$ cat src/psba_pkg.sv
// shared constants and types for the page slot bitmap allocator
// no dependencies; used by psba_ffz and page_slot_bitmap_allocator
package psba_pkg;

	localparam int SLOT_COUNT_DEF = 1024;
	localparam int WORD_BITS      = 32;
	localparam int BIT_IDX_W      = 5;
	localparam int PAGE_SHIFT     = 12;
	localparam int ADDR_W         = 32;

	typedef enum logic [1:0] {
		ST_OK       = 2'd0,
		ST_FULL     = 2'd1,
		ST_BAD_FREE = 2'd2
	} status_t;

endpackage

$ cat src/page_slot_bitmap_allocator.sv
// top level of the page slot bitmap allocator: bitmap memory, control fsm, result register
// depends on psba_pkg and psba_ffz
//
// usage:
//   a transaction is taken at a clock edge with start high and busy low.
//   func 0 allocates the lowest free slot and answers page_base + slot * 4096,
//   func 1 frees the slot that address falls in.
//   every transaction gives one result on page_address/status, shown for one
//   cycle with done high; the receiver cannot stall, so no result is held.
//   the user writes page_base (cfg_we/cfg_wdata) only while idle; the block doesn't check.
// timing:
//   the bitmap is a one-port-read, one-port-write memory of WORD_COUNT words
//   (SLOT_COUNT/32 rounded up) with registered read data. an allocate reads
//   one word per cycle and the search stops at the first word with a free
//   bit, or after the last word when the bitmap is full. a free takes one
//   read-modify-write; an out-of-range address is answered without a read.
//   busy is high while a read is outstanding.
// reset:
//   arst_n clears page_base and marks every word invalid, so every slot reads
//   free at once; no clearing pass is needed.
module page_slot_bitmap_allocator import psba_pkg::*; #(
	parameter int SLOT_COUNT = SLOT_COUNT_DEF
) (
	input  logic              clk,
	input  logic              arst_n,
	input  logic              start,
	output logic              busy,
	input  logic              func,
	input  logic [ADDR_W-1:0] address,
	input  logic              cfg_we,
	input  logic [ADDR_W-1:0] cfg_wdata,
	output logic              done,
	output logic [ADDR_W-1:0] page_address,
	output logic [1:0]        status
);

	localparam int WORD_COUNT = (SLOT_COUNT + WORD_BITS - 1) / WORD_BITS;
	localparam int WIDX       = (WORD_COUNT > 1) ? $clog2(WORD_COUNT) : 1;
	localparam int SLOT_HI_W  = ADDR_W - PAGE_SHIFT;
	localparam int PAD_BITS   = WORD_COUNT * WORD_BITS - SLOT_COUNT;
	localparam logic [WORD_BITS-1:0] LAST_PAD =
		(PAD_BITS == 0) ? '0 : ~({WORD_BITS{1'b1}} >> PAD_BITS);
	localparam logic [WIDX-1:0] LAST_WORD = WIDX'(WORD_COUNT - 1);

	typedef enum logic [2:0] {
		S_IDLE  = 3'b001,
		S_ASCAN = 3'b010,
		S_FCHK  = 3'b100
	} state_t;

	state_t                 state_q, state_d;
	logic [ADDR_W-1:0]      page_base_q;
	logic [WIDX-1:0]        chk_idx_q, chk_idx_d;
	logic [BIT_IDX_W-1:0]   bit_q, bit_d;
	logic [WORD_COUNT-1:0]  valid_q;

	logic [WORD_BITS-1:0]   mem [WORD_COUNT];
	logic [WORD_BITS-1:0]   rdata_s1;
	logic                   rvalid_s1;

	logic                   rd_en, wr_en;
	logic [WIDX-1:0]        rd_addr, wr_addr;
	logic [WORD_BITS-1:0]   wr_data;

	logic                   done_q, done_d;
	logic [ADDR_W-1:0]      page_address_q, page_address_d;
	status_t                status_q, status_d;

	logic [ADDR_W-1:0]      diff;
	logic [SLOT_HI_W-1:0]   slot_hi;
	logic                   in_range;
	logic [WORD_BITS-1:0]   word_s1, scan_word;
	logic                   ffz_found;
	logic [BIT_IDX_W-1:0]   ffz_idx;
	logic [WORD_BITS-1:0]   ffz_onehot;

	// free address to slot, wrapping modulo 2^32
	assign diff     = address - page_base_q;
	assign slot_hi  = diff[ADDR_W-1:PAGE_SHIFT];
	assign in_range = slot_hi < SLOT_HI_W'(SLOT_COUNT);

	// never-written words read as all free
	assign word_s1   = rvalid_s1 ? rdata_s1 : '0;
	// slots past SLOT_COUNT in the last word look used to the search
	assign scan_word = word_s1 | ((chk_idx_q == LAST_WORD) ? LAST_PAD : '0);

	psba_ffz u_ffz (
		.word   (scan_word),
		.found  (ffz_found),
		.idx    (ffz_idx),
		.onehot (ffz_onehot)
	);

	always_comb begin
		state_d        = state_q;
		chk_idx_d      = chk_idx_q;
		bit_d          = bit_q;
		rd_en          = 1'b0;
		rd_addr        = chk_idx_q + WIDX'(1);
		wr_en          = 1'b0;
		wr_addr        = chk_idx_q;
		wr_data        = word_s1 | ffz_onehot;
		done_d         = 1'b0;
		page_address_d = '0;
		status_d       = ST_OK;
		case (state_q)
			S_IDLE: begin
				if (start) begin
					if (!func) begin
						rd_en     = 1'b1;
						rd_addr   = '0;
						chk_idx_d = '0;
						state_d   = S_ASCAN;
					end else if (in_range) begin
						rd_en     = 1'b1;
						rd_addr   = slot_hi[WIDX+BIT_IDX_W-1:BIT_IDX_W];
						chk_idx_d = slot_hi[WIDX+BIT_IDX_W-1:BIT_IDX_W];
						bit_d     = slot_hi[BIT_IDX_W-1:0];
						state_d   = S_FCHK;
					end else begin
						done_d   = 1'b1;
						status_d = ST_BAD_FREE;
					end
				end
			end
			S_ASCAN: begin
				if (ffz_found) begin
					wr_en          = 1'b1;
					done_d         = 1'b1;
					page_address_d = page_base_q +
						(ADDR_W'({chk_idx_q, ffz_idx}) << PAGE_SHIFT);
					state_d        = S_IDLE;
				end else if (chk_idx_q == LAST_WORD) begin
					done_d   = 1'b1;
					status_d = ST_FULL;
					state_d  = S_IDLE;
				end else begin
					// next word read goes out while this one is checked
					rd_en     = 1'b1;
					chk_idx_d = chk_idx_q + WIDX'(1);
				end
			end
			S_FCHK: begin
				done_d  = 1'b1;
				state_d = S_IDLE;
				if (word_s1[bit_q]) begin
					wr_en   = 1'b1;
					wr_data = word_s1 & ~(WORD_BITS'(1) << bit_q);
				end else begin
					status_d = ST_BAD_FREE;
				end
			end
			default: begin
				state_d = S_IDLE;
			end
		endcase
	end

	always_ff @(posedge clk or negedge arst_n) begin
		if (!arst_n) begin
			state_q     <= S_IDLE;
			page_base_q <= '0;
			valid_q     <= '0;
			done_q      <= 1'b0;
			chk_idx_q   <= '0;
			bit_q       <= '0;
		end else begin
			state_q   <= state_d;
			done_q    <= done_d;
			chk_idx_q <= chk_idx_d;
			bit_q     <= bit_d;
			if (cfg_we) begin
				page_base_q <= cfg_wdata;
			end
			if (wr_en) begin
				valid_q[wr_addr] <= 1'b1;
			end
		end
	end

	// bitmap memory, registered read
	always_ff @(posedge clk) begin
		if (wr_en) begin
			mem[wr_addr] <= wr_data;
		end
		if (rd_en) begin
			rdata_s1  <= mem[rd_addr];
			rvalid_s1 <= valid_q[rd_addr];
		end
	end

	always_ff @(posedge clk) begin
		if (done_d) begin
			page_address_q <= page_address_d;
			status_q       <= status_d;
		end
	end

	assign busy         = (state_q != S_IDLE);
	assign done         = done_q;
	assign page_address = page_address_q;
	assign status       = status_q;

`ifndef NO_ASSERTIONS
	// a result only appears once the fsm is back to idle
	a_done_idle: assert property (@(posedge clk) disable iff (!arst_n)
		done |-> !busy)
		else $error("result strobe while busy");

	// the bitmap is only written at the end of a transaction
	a_wr_busy: assert property (@(posedge clk) disable iff (!arst_n)
		(state_q == S_IDLE) |-> !wr_en)
		else $error("bitmap write while idle");

	// a full or bad result never carries an address
	a_fail_zero: assert property (@(posedge clk) disable iff (!arst_n)
		(done && (status_q != ST_OK)) |-> (page_address == '0))
		else $error("failed transaction with nonzero address");

	// the scan never runs past the last bitmap word
	a_scan_bound: assert property (@(posedge clk) disable iff (!arst_n)
		(state_q == S_ASCAN) |-> ({1'b0, chk_idx_q} < (WIDX+1)'(WORD_COUNT)))
		else $error("scan index past last word");
`endif

endmodule

$ cat src/psba_ffz.sv
// lowest zero bit finder for one 32-bit bitmap word
// depends on psba_pkg for the word width
module psba_ffz import psba_pkg::*; (
	input  logic [WORD_BITS-1:0] word,
	output logic                 found,
	output logic [BIT_IDX_W-1:0] idx,
	output logic [WORD_BITS-1:0] onehot
);

	// isolate the lowest clear bit: ~w & (w + 1)
	assign onehot = ~word & (word + WORD_BITS'(1));
	assign found  = ~&word;

	always_comb begin
		idx = '0;
		for (int b = 0; b < BIT_IDX_W; b++) begin
			for (int i = 0; i < WORD_BITS; i++) begin
				if (((i >> b) & 1) == 1) begin
					idx[b] = idx[b] | onehot[i];
				end
			end
		end
	end

endmodule

$ cat config.mk
export PLATFORM = sky130hd
export DESIGN_NAME = page_slot_bitmap_allocator
export DESIGN_NICKNAME = d
export VERILOG_FILES = /design/src/psba_pkg.sv /design/src/page_slot_bitmap_allocator.sv /design/src/psba_ffz.sv
export SDC_FILE = /design/constraint.sdc
export NUM_CORES = 2
export LEC_CHECK = 0
export ABC_AREA = 1
export BUFFER_PORTS_ARGS = -buffer_cell sky130_fd_sc_hd__buf_2
export CORE_MARGIN = 1
export CORE_UTILIZATION = 45
export CTS_BUF_LIST = sky130_fd_sc_hd__clkbuf_16
export CTS_CLUSTER_SIZE = 24
export DETAILED_ROUTE_END_ITERATION = 10
export GPL_TIMING_DRIVEN = 0
export PLACE_DENSITY = 0.6
export SYNTH_ARGS = -nofsm -noshare
export SYNTH_HDL_FRONTEND = slang
export SYNTH_SLANG_ARGS = --single-unit
$ cat constraint.sdc
create_clock -name clk -period 4.7 [get_ports clk]
set_input_delay 1.175 -clock clk [delete_from_list [all_inputs] [get_ports clk]]
set_output_delay 1.175 -clock clk [all_outputs]
set_load 0.01 [all_outputs]
## Word-level counts from Yosys, hierarchy flattened

Memory sizes are Yosys's and may differ from the RTL's. A register that Yosys moved wholly into a read port is not among the register bits.
Index checks and enable logic that the tools add are counted.

- Logic and storage cells: 168
- Memory bits (writable): 1024
- Register bits after elaboration: 113
- Memories: 1
- Output and inout port bits: 36
- Bits of input ports: 69

Memories:

| memory | depth | width | rd ports | clocked after memory_dff | wr ports | line | source |
|---|---|---|---|---|---|---|---|
| mem | 32 | 32 | 1 | 1 | 1 | page_slot_bitmap_allocator.sv:57 | `logic [WORD_BITS-1:0] mem [WORD_COUNT];` |

- Magnitude comparators: 5
- Bitwise logic cells: 82
- Equal/unequal tests: 10
- Reductions and logical operators: 7
- $add $sub $neg: 4
- Muxes and demuxes: 49
- Shift operators: 1

Operator list:

| operator | count |
|---|---|
| $mux W32 | 3 |
| $or A1 B1 Y1 | 75 |
| $and A32 B32 Y32 | 2 |
| $not A32 Y32 | 2 |
| $or A32 B32 Y32 | 2 |
| $mux W5 | 9 |
| $add A32 B1 Y32 const B | 1 |
| $add A32 B22 Y32 | 1 |
| $reduce_and A32 Y1 | 1 |
| $shl A1 B5 Y32 const A | 1 |
| $sub A32 B32 Y32 | 1 |
| $lt A20 B11 Y1 const B | 1 |
| $mux W1 | 19 |
| $lt A5 B6 Y1 const B | 3 |
| $mux W3 | 5 |
| $bmux W1 S5 | 2 |
| $pmux W5 S2 | 1 |
| $mux W2 | 4 |
| $ne A3 B3 Y1 const B | 2 |
| $pmux W2 S3 | 1 |
| $pmux W3 S2 | 1 |
| $add A5 B1 Y5 const B | 1 |
| $demux W1 S5 | 1 |
| $eq A5 B5 Y1 const B | 1 |
| other kinds (16) | 18 |

## Longest topological paths before layout

- Depth in word-level cells: 19
- Mapped depth: 42

## By module

From an unflattened synthesis, not the netlist that was laid out.

- Cell total of the unflattened synthesis: 5670
- Area, all modules: 55044.0 sq um

Modules (own cells, without submodules):

| module | sequential area each (sq um) | cells each | times used | area each (sq um) |
|---|---|---|---|---|
| page_slot_bitmap_allocator | 34714.5 | 5433 | 1 | 53916.7 |
| psba_ffz | 0.0 | 237 | 1 | 1127.3 |

## Worst setup path before layout

Ideal clock, no wire load.

- Path type: register -> register
- Start: register rvalid_s1
- End: register page_address_q[30] (netlist: page_address[30]) (data pin)
- Required time: 4445 ps
- Arrival: 4668 ps
- Clock period less this slack: 4923 ps
- Slack: -223 ps
- Buffers on the path: 1
- Stages on the path, launching flop included: 43
- Path through: edfxtp_1 buf_6 nand2_4 clkinv_2 nand2_4 nor2_8 nand3_2 nor2_4 nand2_1 nor3_1 nand2_1 nor3_1 nand2_1 nor2_1 nand2_1 nor2_1 nand2_1 nor2_1 [7 not listed] nor2_1 o21ai_0 nand2_1 nand2_1 nand2_1 nand2_1 a21boi_0 o21ai_0 nand2_1 nand2_1 nand2_1 a21oi_1 nor3_1 nand2_1 nor2_1 nand3_1 nand2_1 nor2_1

- Longest elaborated chain between the ends: 19

RTL lines:

| item | line | source |
|---|---|---|
| from (decl) | page_slot_bitmap_allocator.sv:59 | `logic rvalid_s1;` |
| from (signal assigned) | page_slot_bitmap_allocator.sv:188 | `rvalid_s1 <= valid_q[rd_addr];` |
| $mux W32 (*) | page_slot_bitmap_allocator.sv:83 | `assign word_s1 = rvalid_s1 ? rdata_s1 : '0;` |
| $add A32 B1 Y32 or $not A32 Y32 (tied branches) | psba_ffz.sv:11 | `assign onehot = ~word & (word + WORD_BITS'(1));` |
| $and A32 B32 Y32 | psba_ffz.sv:11 |  |
| $or A1 B1 Y1 (15 in series) | psba_ffz.sv:19 | `idx[b] = idx[b] \| onehot[i];` |
| $add A32 B22 Y32 | page_slot_bitmap_allocator.sv:130 | `page_address_d = page_base_q +` |
| to (signal assigned) | page_slot_bitmap_allocator.sv:194 | `page_address_q <= page_address_d;` |
| to (decl) | page_slot_bitmap_allocator.sv:66 | `logic [ADDR_W-1:0] page_address_q, page_address_d;` |

Mark *: on every way between the ends. The rest lies on a longest branch, timed or not.
A chain may end at the register's enable or synchronous reset.

## Worst setup path in the final report

- Start: register rvalid_s1
- End: register page_address_q[28] (netlist: page_address[28]) (data pin)

Same word-level chain as after synthesis.

==> results by group <==
Setup path
  – WP buf/inv: 3
  – Most used cell along the critical path: nand2_2
  – Crit start category: flip-flop
  – WP data arrival: 5820 ps
  – Kind of critical path: reg -> reg
  – Crit path max-delay family: simple AND/OR/NAND/NOR gates
  – Critical-path top delay cell: edfxtp_1
  – Reg2Reg Depth: 41
  – CP endpoint kind: flip-flop
  – R2r setup slk: -520 ps
  – CP max stage delay: 380 ps
  – Critical Path Source: rvalid_s1$_DFFE_PP_
  – CP required: 5300 ps
  – R2R Path Start: rvalid_s1$_DFFE_PP_
  – CP max FO: 6
  – Critical R2R Capture: page_address[28]$_SDFFCE_PN0P_

Floorplanning
  – CORE AREA: 124000 µm²
  – Die Span Y: 357 µm
  – Die width: 357 µm
  – Full die area: 128000 µm²
  – Row cnt: 129
  – Top-level I/O count: 105
  – Starting Density: 45.6%

STA
  – Final count of hold timing violations: 0
  – Max-slew headroom: 12.2%
  – Unrepaired setup endpoints after global routing: yes
  – Worst slew pin tran: 1320 ps
  – F_max: 192 MHz
  – Max Slew Vio Count: 0
  – Final setup TNS: -2610 ps
  – Worst setup margin: -520 ps
  – Crit share post-route: 111%
  – Fin crit period: 5220 ps
  – Skew final: 33.9 ps
  – Final Setup Violations: 9

Min path
  – Min-Delay Path Class: in -> async

CTS
  – Maximum buffer depth of the clock tree: 3
  – Root Driver: clkbuf_16
  – TritonCTS Buffers: 131
  – H-tree Lvls: 4
  – Sink Count: 1169
  – Worst-Skew Late Latency: 770 ps
  – CTS tree: yes
  – Clock Pin Slew Worst Setup and Hold Paths: 60 ps

Job
  – Max cap viols: 0

Route
  – Starting DRT DRC Count: 5191
  – Final Routed Wirelength: 192000 µm
  – Wire length per cell: 23.9 µm
  – DRC: 0
  – Drt first pass iters: 6
  – ANT nets after route: 0
  – Via-per-instance ratio: 5.54
  – Via count: 44400

Global route
  – First-pass GRT wire length: 274000 µm
  – Largest net degree at the start of global routing: 61
  – Vias in the first global route: 41700
  – GRT overflow: 0
  – Global Route Usage Sum: 29.7%
  – Initial antenna violation count: 4

Power
  – Static Leak: 29.2 nW
  – Pwr Density: 508 nW/µm²
  – Worst VDD drop: 0.000293 V

Synthesis
  – Post-synth EDFFs: 1091
  – Flops & latches, synth: 1169
  – Synth Instances: 5934
  – Avg Inst Size Synth: 9.56 µm²
  – Synth unique cells: 58
  – Post-synthesis net count: 6049
  – Post-synthesis sequential area ratio: 61.2%
  – Async S/R FF share, synth: 6.67%
  – Top FF cell, synth: edfxtp_1
  – Yosys warning count: 0
  – Cell Area, Synth: 56800 µm²

Placement
  – Total placed cells including tap cells: 7742
  – Port Buffers: 103
  – Placed instance area: 61500 µm²
  – Detail Placement HPWL: 139000 µm
  – GP Congestion: 1.01

Layout
  – Finished Cell Area: 67100 µm²
  – Share of post-route cells with drive strength above 1: 14.2%
  – Final #Nets: 6406
  – Area Overhead vs Synth: 18.2%
  – Final non-filler cell total: 8025

Run status
  – Status: finished with violations
  – Failing checks: negative setup slack
## how the worst max path moves through the flow
stage / to / slack, ps / cells after the start
2_1_floorplan: page_address[30]$_SDFFCE_PN0P_ / 10 / 42
3_3_place_gp: mem[0][16]$_DFFE_PP_ / -4100 / 10
3_5_place_dp: rvalid_s1$_DFFE_PP_ / -1740 / 25
4_1_cts: page_address[30]$_SDFFCE_PN0P_ / -660 / 42
5_1_grt: page_address[26]$_SDFFCE_PN0P_ / -900 / 41
6_report: page_address[28]$_SDFFCE_PN0P_ / -520 / 41
## registers in the layout, summed over array words and instances (netlist names)
name	cells
bit_q	5
chk_idx_q	5
done	1
mem	1024
page_address	32
page_base_q	32
rdata_s1	32
rvalid_s1	1
state_q	3
status	2
valid_q	32
## cells by family after synthesis
family                     Yosys count  synth area share (%)
AOI/OAI and AO/OA                  265                  2.66
xor gates and xnor gates            15                 0.231
adders and majority gates           46                  1.03
buffers and inverters             1639                  11.6
DFF                               1169                  61.2
and+or+nand+nor                   2800                  23.3
## per-layer routing
layer / up-vias / track usage [%] / part of all wire [%]
met5: - / 0 / 0
met4: 0 / 15.5 / 5.7
met3: 370 / 5.46 / 9.5
met2: 2172 / 45.7 / 44
met1: 21300 / 40.1 / 41
li1: 20600 / - / -
## placed cells by master (no fill, tap or decap), types with 8 or more instances in the layout
cell / Yosys / routed
a21oi_1: 57 / 50
buf_12: 0 / 45
buf_16: 0 / 27
buf_2: 122 / 200
buf_4: 7 / 61
buf_6: 32 / 42
clkbuf_1: 185 / 112
clkbuf_16: 0 / 136
clkbuf_2: 0 / 68
clkbuf_4: 0 / 18
clkinv_1: 1 / 27
clkinv_2: 1 / 22
dfrtp_1: 77 / 76
edfxtp_1: 1091 / 1091
ha_1: 45 / 38
inv_1: 1264 / 1279
inv_2: 6 / 15
nand2_1: 1102 / 1055
nand2_2: 10 / 52
nand2_4: 6 / 8
nand3_1: 941 / 901
nand3_2: 2 / 39
nand4_1: 512 / 512
nor2_1: 157 / 107
nor2_2: 7 / 11
nor2_4: 3 / 51
nor3_1: 25 / 17
nor4_1: 21 / 18
o21ai_0: 139 / 124
o22ai_1: 14 / 10
o32ai_4: 0 / 12
xor2_1: 9 / 9
## Yosys cell counts (9+ instances only)
master,count,area [µm²]
inv_1,1264,4740
a21oi_1,57,285
edfxtp_1,1091,32800
buf_1,21,78.8
nand4_1,512,3200
nor2_1,157,589
o21ai_0,139,696
buf_2,122,611
o32ai_1,12,105
nand2_2,10,62.6
nor3_1,25,125
buf_6,32,360
dfrtp_1,77,1930
ha_1,45,563
xor2_1,9,78.8
o22ai_1,14,87.6
nand3_1,941,4710
nand2_1,1102,4140
clkbuf_1,185,694
nor4_1,21,131
## report_power, final
group | internal, mW | switching [mW] | total (mW)
logic | 3.17 | 8.61 | 11.8
registers | 12.4 | 0.157 | 12.6
clock network | 5.54 | 4.18 | 9.72
total | 21.1 | 12.9 | 34.1
## layout make-up
cell class,instances,area (µm²)
Antenna cell,2,5.00
Buffer,366,2120
Clock buffer,136,3400
Clock inverter,92,588
Fill cell,10900,57400
Inverter,1272,4790
Multi-Input combinational cell,3128,16900
Sequential cell,1169,34700
Tap cell,1637,2050
Timing Repair Buffer,223,2520
## repair_timing
| action | CTS | global route |
|---|---|---|
| endpoints found under the setup margin | 349 | 126 |
| hold buffers | 0 | 0 |
| setup buffers | 34 | 19 |
| pin swaps | 43 | 40 |
| gates cloned | 1 | 2 |
| resized for setup | 181 | 232 |
## stage by stage
step	total power, mW	util (%)	hold WS, ps	setup slack, ps
6_report	34.1	53.9	291	-520
3_3_place_gp	23.1	47.7	438	-4100
4_1_cts	33.6	53.3	262	-663
5_1_grt	35.1	53.9	299	-899
2_1_floorplan	18.3	-	424	9.85
3_5_place_dp	23.6	49.4	445	-1740
(Power assumes the default switching activity.)
